--- src/rtl/losg_pkg.sv ---
// Package for the line-of-sight guidance block: item types, datapath widths,
// CORDIC constants and the arctangent table. Depends on nothing.
package losg_pkg;

  localparam int ANG_W    = 24;
  localparam int HEAD_W   = 24;
  localparam int XTE_W    = 32;
  localparam int POS_W    = 32;
  localparam int DELTA_W  = 31;
  localparam int GUARD    = 4;
  localparam int ENT_W    = POS_W + 1 + GUARD;
  localparam int P1_W     = ENT_W + 4;
  localparam int P2_W     = 38;
  localparam int GAIN_LO_W = 12;
  localparam int GAIN_HI_W = 13;
  localparam int MUL_W    = P1_W + GAIN_HI_W;
  localparam int PROD_W   = P1_W + 25;
  localparam int FRAC_SH  = 24 + GUARD;
  localparam int FULL_W   = PROD_W - FRAC_SH;

  localparam logic signed [ANG_W-1:0] HALF_PI_ANG = 24'sd1647099;
  localparam int GAIN_Q24 = 10188014;
  localparam logic signed [GAIN_HI_W-1:0] GAIN_HI = GAIN_HI_W'(GAIN_Q24 >> GAIN_LO_W);
  localparam logic signed [GAIN_HI_W-1:0] GAIN_LO =
    GAIN_HI_W'(GAIN_Q24 % (1 << GAIN_LO_W));
  localparam logic signed [PROD_W-1:0] ROUND_HALF = PROD_W'(64'd1 << (FRAC_SH - 1));
  localparam logic [DELTA_W-1:0] DELTA_RESET = 31'd655360;

  typedef struct packed {
    logic signed [POS_W-1:0] vessel_north;
    logic signed [POS_W-1:0] vessel_east;
    logic signed [POS_W-1:0] path_point_north;
    logic signed [POS_W-1:0] path_point_east;
    logic signed [POS_W-1:0] tangent_north;
    logic signed [POS_W-1:0] tangent_east;
  } in_item_t;

  typedef struct packed {
    logic signed [HEAD_W-1:0] heading_reference;
    logic signed [XTE_W-1:0]  cross_track_error;
  } out_item_t;

  typedef struct packed {
    logic fallback;
    logic zero;
  } p1_side_t;

  typedef struct packed {
    logic signed [ANG_W-1:0] psi;
    logic signed [XTE_W-1:0] ye;
    logic                    fallback;
    logic                    zero;
  } p2_side_t;

  function automatic logic signed [ANG_W-1:0] atan_entry(input int i);
    logic signed [ANG_W-1:0] v;
    case (i)
      0:  v = 24'sd823550;
      1:  v = 24'sd486170;
      2:  v = 24'sd256879;
      3:  v = 24'sd130396;
      4:  v = 24'sd65451;
      5:  v = 24'sd32757;
      6:  v = 24'sd16383;
      7:  v = 24'sd8192;
      8:  v = 24'sd4096;
      9:  v = 24'sd2048;
      10: v = 24'sd1024;
      11: v = 24'sd512;
      12: v = 24'sd256;
      13: v = 24'sd128;
      14: v = 24'sd64;
      15: v = 24'sd32;
      16: v = 24'sd16;
      17: v = 24'sd8;
      18: v = 24'sd4;
      19: v = 24'sd2;
      20: v = 24'sd1;
      default: v = '0;
    endcase
    return v;
  endfunction

endpackage

--- src/rtl/losg_gain_scale.sv ---
// Gain compensation of the rotated error: split constant multiply, rounding
// and saturation to the 32-bit cross-track error. Uses losg_pkg.
module losg_gain_scale (
  input  logic                              clk,
  input  logic                              rst,
  input  logic                              en,
  input  logic                              in_valid,
  input  logic signed [losg_pkg::ANG_W-1:0] in_angle,
  input  logic signed [losg_pkg::P1_W-1:0]  in_cross,
  input  losg_pkg::p1_side_t                in_side,
  output logic                              out_valid,
  output losg_pkg::p2_side_t                out_side
);

  localparam int MW = losg_pkg::MUL_W;
  localparam int PW = losg_pkg::PROD_W;
  localparam int FW = losg_pkg::FULL_W;
  localparam int XW = losg_pkg::XTE_W;

  logic                              m_valid;
  logic signed [MW-1:0]              m_hi, m_lo;
  logic signed [losg_pkg::ANG_W-1:0] m_psi;
  logic                              m_fallback;

  logic signed [PW-1:0] prod;
  logic signed [FW-1:0] full;
  logic signed [XW-1:0] ye_sat;
  logic                 ovf_pos, ovf_neg;
  losg_pkg::p2_side_t   side_next;

  always_ff @(posedge clk) begin
    if (en) begin
      m_hi       <= in_cross * losg_pkg::GAIN_HI;
      m_lo       <= in_cross * losg_pkg::GAIN_LO;
      m_psi      <= in_side.zero ? '0 : in_angle;
      m_fallback <= in_side.fallback;
    end
  end

  always_comb begin
    prod    = (PW'(m_hi) <<< losg_pkg::GAIN_LO_W) + PW'(m_lo) + losg_pkg::ROUND_HALF;
    full    = prod[PW-1:losg_pkg::FRAC_SH];
    ovf_pos = !full[FW-1] && (|full[FW-2:XW-1]);
    ovf_neg = full[FW-1] && !(&full[FW-2:XW-1]);
    if (ovf_pos) begin
      ye_sat = {1'b0, {(XW-1){1'b1}}};
    end else if (ovf_neg) begin
      ye_sat = {1'b1, {(XW-1){1'b0}}};
    end else begin
      ye_sat = full[XW-1:0];
    end
    side_next.psi      = m_psi;
    side_next.ye       = m_fallback ? '0 : ye_sat;
    side_next.fallback = m_fallback;
    side_next.zero     = 1'b0;
  end

  always_ff @(posedge clk) begin
    if (en) begin
      out_side <= side_next;
    end
  end

  always_ff @(posedge clk) begin
    if (rst) begin
      m_valid   <= 1'b0;
      out_valid <= 1'b0;
    end else if (en) begin
      m_valid   <= in_valid;
      out_valid <= m_valid;
    end
  end

endmodule

--- config.mk ---
export PLATFORM = sky130hd
export DESIGN_NAME = losg_gain_scale
export DESIGN_NICKNAME = d
export VERILOG_FILES = /design/src/rtl/losg_pkg.sv /design/src/rtl/losg_gain_scale.sv
export SDC_FILE = /design/constraint.sdc
export NUM_CORES = 2
export LEC_CHECK = 0
export BUFFER_PORTS_ARGS = -buffer_cell sky130_fd_sc_hd__buf_2
export CORE_ASPECT_RATIO = 1.4
export CORE_MARGIN = 2
export CORE_UTILIZATION = 40
export CTS_BUF_LIST = sky130_fd_sc_hd__clkbuf_8
export DETAILED_ROUTE_END_ITERATION = 10
export SLEW_MARGIN = 10
export SYNTH_ARGS = -nofsm -noshare
export SYNTH_HDL_FRONTEND = slang
export SYNTH_SLANG_ARGS = --single-unit
--- constraint.sdc ---
create_clock -name clk -period 6.35 [get_ports clk]
set_clock_uncertainty 0.15 [all_clocks]
set_input_delay 0.9525 -clock clk [delete_from_list [all_inputs] [get_ports clk]]
set_output_delay 0.9525 -clock clk [all_outputs]
set_load 0.02 [all_outputs]
# After elaboration in Yosys (flattened, before gate mapping)
# Index checks and enable logic that the tools add are counted.
word_totals:
  elab_cells: 23
  ff_bits: 190
  input_bits: 71
classes:
  reduce_logical: 7
  addsub: 2
  mux: 2
  mul: 2
ops:
  columns: ["op", "n"]
  rows:
  - ["66-bit by 29-bit adder with 66-bit output, second input constant", 1]
  - ["66-bit by 53-bit adder with 66-bit output", 1]
  - ["41-bit by 13-bit multiplier with 54-bit output, second input constant", 1]
  - ["41-bit by 11-bit multiplier with 52-bit output, second input constant", 1]
  - ["32-bit two-way mux", 1]
  - ["31-bit two-way mux", 1]
  - ["6-bit AND reduction", 1]
  - ["6-bit OR reduction", 1]
  - ["1-bit logical AND", 2]
  - ["1-bit zero test", 2]
  - ["2-bit OR reduction", 1]

# Logic depth before layout (Yosys ltp)
logic_depth:
  word_depth: 7
  mapped_depth: 23
  mapped_depth_nobuf: 21

# Least setup slack after synthesis
# No wires, ideal clock.
synth_path:
  path_kind: "input -> register"
  startpoint: "input in_cross[7] (netlist name)"
  endpoint: "register m_hi[49] (data pin)"
  stages: 22
  slack_ns: -0.001
  arrival_time_ns: 6.066
  setup_time_ns: 0.135
  path_buffers: 1
  cell_sequence: "ha_1 > xor2_1 > ha_1 > inv_1 > fa_1 > inv_1 > fa_1 > inv_1 > fa_1 > inv_1 > ha_1 > and4_1 > o21ai_1 > a31o_1 > a21oi_4 > a311oi_1 > o41ai_2 > a211oi_1 > o31a_1 > buf_2 > or4b_1 > nand3_1"
synth_between:
  elab_chain_len: 1
synth_lines:
  columns: ["item", "line_no", "source"]
  rows:
  - ["start, declared", "losg_gain_scale.sv:9", "input logic signed [losg_pkg::P1_W-1:0] in_cross,"]
  - ["41-bit by 13-bit multiplier with 54-bit output", "losg_gain_scale.sv:33", "m_hi <= in_cross * losg_pkg::GAIN_HI;"]
  - ["end signal, assigned", "losg_gain_scale.sv:33", null]
  - ["end, declared", "losg_gain_scale.sv:21", "logic signed [MW-1:0] m_hi, m_lo;"]
# Every way passes these cells.
# A chain may end at the register's enable or synchronous reset.

# Worst setup path in the final report
layout_path:
  startpoint: "input in_cross[17] (netlist name)"
  endpoint: "register m_hi[47] (data pin)"
# Same word-level chain as after synthesis.

==> results <==
- The flow ran to the end, and the final reports show no timing, DRC or antenna violations.
- The clock latency reported for the late side of the worst-skew pair is around 0.48 ns.
- In the synthesized netlist the dominant register cell turns out to be sky130_fd_sc_hd__edfxtp_1.
- The placed cell count is 4325.
- The path type of the worst min-delay path is flop to flop.
- The global route total overflow is 0.
- The number of pins with negative max-slew slack in the final report was 0.
- The clock transition time at the flip-flop clock pins of the worst setup and hold paths is around 0.10 ns.
- Row generation in the floorplan step produced 116 rows.
- The count of fill cells added during filler insertion is between 6000 and 7000.
- The TritonCTS clock tree is built.
- The critical-path maximum fanout is 5.
- The data arrival time at the worst-slack endpoint is approximately 6.4 ns.
- The initial utilization of the core area, before any placement, comes to 40.5%.
- The actual transition at the worst max-transition pin is between 1 and 1.5 ns.
- Static timing analysis puts the maximum clock frequency at between 150 and 200 MHz.
- The number of vias per cell is around 5.
- The fraction of synthesis flops using an asynchronous set or reset pin is 0%.
- Synthesis handed over a netlist of 2992 instances.
- The repair_antennas step left the layout with diodes totalling 0.
- 130 I/O pins were placed.
- Max-cap violations in this run came to 0.
- The area growth from synthesis to layout is 16.5%.
- The routed length per instance is 16.9 um.
- The average cell area after synthesis is 9.69 um^2.
- The via count of the first global-routing pass was approximately 24000.
- At the end of routability-driven placement, the weighted congestion stood at 0.896.
- The finished layout holds between 4000 and 5000 standard cells, fillers aside.
- The worst path uses 98.8% of the clock period.
- The violation count after the first detailed-routing iteration is 892.
- The DRC violation count after routing is 0.
- The detail route stage leaves a number of antenna-violating nets equal to 0.
- The synthesized netlist occupies a cell area of around 29000 um^2.
- The number of nets handed over by synthesis was 3883.
- The total area inside the core boundary comes to a little over 70000 um^2.
- Counting I/O delays and the setup requirement, the final critical path takes ~6.3 ns.
- In this run, CTS created clock tree buffers numbering 17.
- The net count of the finished layout is between 4000 and 5000.
- The die covers 74700 um^2.
- Summed over all nets, the half-perimeter wirelength after detailed placement is roughly 65 mm.
- Summing over every cut layer, the via total after detailed routing is roughly 21000.
- The worst pin sits at a relative slew slack of between 20% and 30%.
- The number of buffers inserted by hold repair at cts is 0.
- STA classifies the critical path startpoint as an input port.
- STA classifies the critical path endpoint as a flop.
- The horizontal extent of the die is between 200 and 250 um.
- The register bit total from synthesis is ~180.
- Buffers placed on the I/O ports in this run total between 100 and 150.
- The cell sitting at the root of the clock tree is a sky130_fd_sc_hd__clkbuf_8.
- The post-route netlist has between 10% and 20% of its cells at a drive strength greater than 1.
- The first detailed-routing pass ran for 5 iterations.
- The pin count of the biggest net entering global routing is 94.
- The overall track demand over capacity in global routing is between 20% and 30%.
- The setup violation total in the final timing report is 0.
- The number of flops mapped to enable cells by yosys is roughly 180.
- Summed over all layers, the routed wires come to 73.7 mm.
- The required time of the critical path is around 6.4 ns.
- The clock sink total is between 150 and 200.
- The initial antenna violation count was 0.
- The kind of critical path is input port to flop.
- The global-route wire length before repair is roughly 120 mm.
- Counting along the longest clock path gives a buffer depth of 2.
- The overall die height is ~320 um.
- Of the synthesized area, sequential elements account for 18.5%.
- In this run, distinct cell masters in the synthesized netlist total between 80 and 90.
- During synthesis, Yosys emitted a total of 0 warnings.
- Leaving out fill and tap cells, the most frequent cell in the layout is sky130_fd_sc_hd__inv_1.
- The H-tree was split into 4 levels.
- The total count of hold-check failures in the final report is 0.
- The top cell types in the final layout, fill and taps aside, are sky130_fd_sc_hd__inv_1, sky130_fd_sc_hd__ha_1, sky130_fd_sc_hd__fa_1.
-- synthesized netlist by cell type, types with 8 or more instances --
library cell | count | area (um^2)
sky130_fd_sc_hd__nor2_1 | 118 | 443
sky130_fd_sc_hd__and2_1 | 11 | 68.8
sky130_fd_sc_hd__a21oi_1 | 124 | 621
sky130_fd_sc_hd__o211ai_1 | 21 | 158
sky130_fd_sc_hd__a211oi_1 | 15 | 113
sky130_fd_sc_hd__nor2b_1 | 44 | 275
sky130_fd_sc_hd__and3_1 | 24 | 150
sky130_fd_sc_hd__nand3_1 | 59 | 295
sky130_fd_sc_hd__nand2_1 | 113 | 424
sky130_fd_sc_hd__nand2b_1 | 19 | 119
sky130_fd_sc_hd__o31ai_1 | 14 | 105
sky130_fd_sc_hd__o21ai_0 | 60 | 300
sky130_fd_sc_hd__mux2i_1 | 8 | 80.1
sky130_fd_sc_hd__a21o_1 | 105 | 788
sky130_fd_sc_hd__clkbuf_1 | 25 | 93.8
sky130_fd_sc_hd__o21bai_1 | 10 | 75.1
sky130_fd_sc_hd__inv_1 | 771 | 2890
sky130_fd_sc_hd__xnor2_1 | 72 | 631
sky130_fd_sc_hd__a31oi_1 | 14 | 87.6
sky130_fd_sc_hd__buf_2 | 17 | 85.1
sky130_fd_sc_hd__nor3_1 | 32 | 160
sky130_fd_sc_hd__ha_1 | 446 | 5580
sky130_fd_sc_hd__edfxtp_1 | 177 | 5320
sky130_fd_sc_hd__o21a_1 | 19 | 143
sky130_fd_sc_hd__nand4_1 | 38 | 238
sky130_fd_sc_hd__xor2_1 | 101 | 885
sky130_fd_sc_hd__o21ai_1 | 23 | 115
sky130_fd_sc_hd__fa_1 | 374 | 7490
-- metrics by stage --
step	TNS, ns	setup WS (ns)	hold WS (ns)	utilization, %	area, um^2
after floorplan	0	0.0738	0.250	-	29000
after global placement	-10.21	-0.481	0.250	46.0	33000
after detailed placement	-11.34	-0.524	0.255	46.0	33000
after CTS	0	0.0128	0.279	46.6	33400
after global routing	-0.105	-0.0511	0.281	47.2	33800
final	0	0.0768	0.269	47.2	33800
-- cell type report --
class | count | area [um^2] | area share (%)
multi-input combinational | 1991 | 20900 | 61.8
clock buffer | 17 | 234 | 0.693
tap | 944 | 1180 | 3.50
inverter | 772 | 2900 | 8.58
sequential | 179 | 5360 | 15.9
timing repair buffer | 443 | 3050 | 9.04
clock inverter | 15 | 166 | 0.493
-- flip-flops by register name (all words and copies together), names as in the netlist --
signal      flops
m_psi          24
m_valid         1
out_valid       1
out_side       57
m_hi           54
m_lo           41
m_fallback      1
-- worst paths after layout --
path                      from            to  slack [ns]  cells past startpoint
hold / removal        m_psi[6]  out_side[40]        0.27                      0
setup reg to reg      m_lo[52]  out_side[11]        1.33                     11
hold reg to reg       m_psi[6]  out_side[40]        0.27                      0
setup / recovery  in_cross[17]      m_hi[47]        0.08                     22
-- worst max-delay path, cell delays in order --
cell and delay, ns:
sky130_fd_sc_hd__buf_2 0.15, sky130_fd_sc_hd__buf_4 0.17, sky130_fd_sc_hd__ha_1 0.25, sky130_fd_sc_hd__xor2_1 0.19, sky130_fd_sc_hd__ha_1 0.18, sky130_fd_sc_hd__a21o_1 0.18
sky130_fd_sc_hd__fa_1 0.53, sky130_fd_sc_hd__fa_1 0.44, sky130_fd_sc_hd__fa_1 0.50, sky130_fd_sc_hd__ha_1 0.32, sky130_fd_sc_hd__a21oi_1 0.09, sky130_fd_sc_hd__o211ai_1 0.19
sky130_fd_sc_hd__o211ai_1 0.19, sky130_fd_sc_hd__o32ai_2 0.37, sky130_fd_sc_hd__a311oi_4 0.10, sky130_fd_sc_hd__o41ai_2 0.34, sky130_fd_sc_hd__buf_4 0.18, sky130_fd_sc_hd__a211oi_2 0.06
sky130_fd_sc_hd__buf_4 0.15, sky130_fd_sc_hd__o31a_1 0.36, sky130_fd_sc_hd__buf_4 0.17, sky130_fd_sc_hd__a311o_1 0.30
-- metal layers --
metal,share of wire (%),wire (um),global-route usage [%]
met5,0,0,0
met4,4.5,3320,8.77
met3,1.6,1160,1.50
met2,56,41300,41.5
met1,38,27900,21.3
-- cell families (layout without fill, tap and decap cells) --
family	count (synthesis)	in the layout	share of synthesized area, %
adder cells (fa/ha/maj)	820	820	45.1
AND/OR/NAND/NOR	500	500	8.70
AO/OA/AOI/OAI	489	489	11.4
buffers and inverters	822	1247	10.8
other	1	1	0.0129
XOR/XNOR	173	173	5.23
multiplexers	8	8	0.276
flip-flops	179	179	18.5
-- repair_timing --
item,4_1_cts,5_1_grt
pin swaps,0,28
buffers inserted,0,4
setup endpoints to repair,1,23
resized for setup,1,68
Power is not shown: default switching activity piles up to over one toggle a cycle in this logic, so the estimate is an artifact.
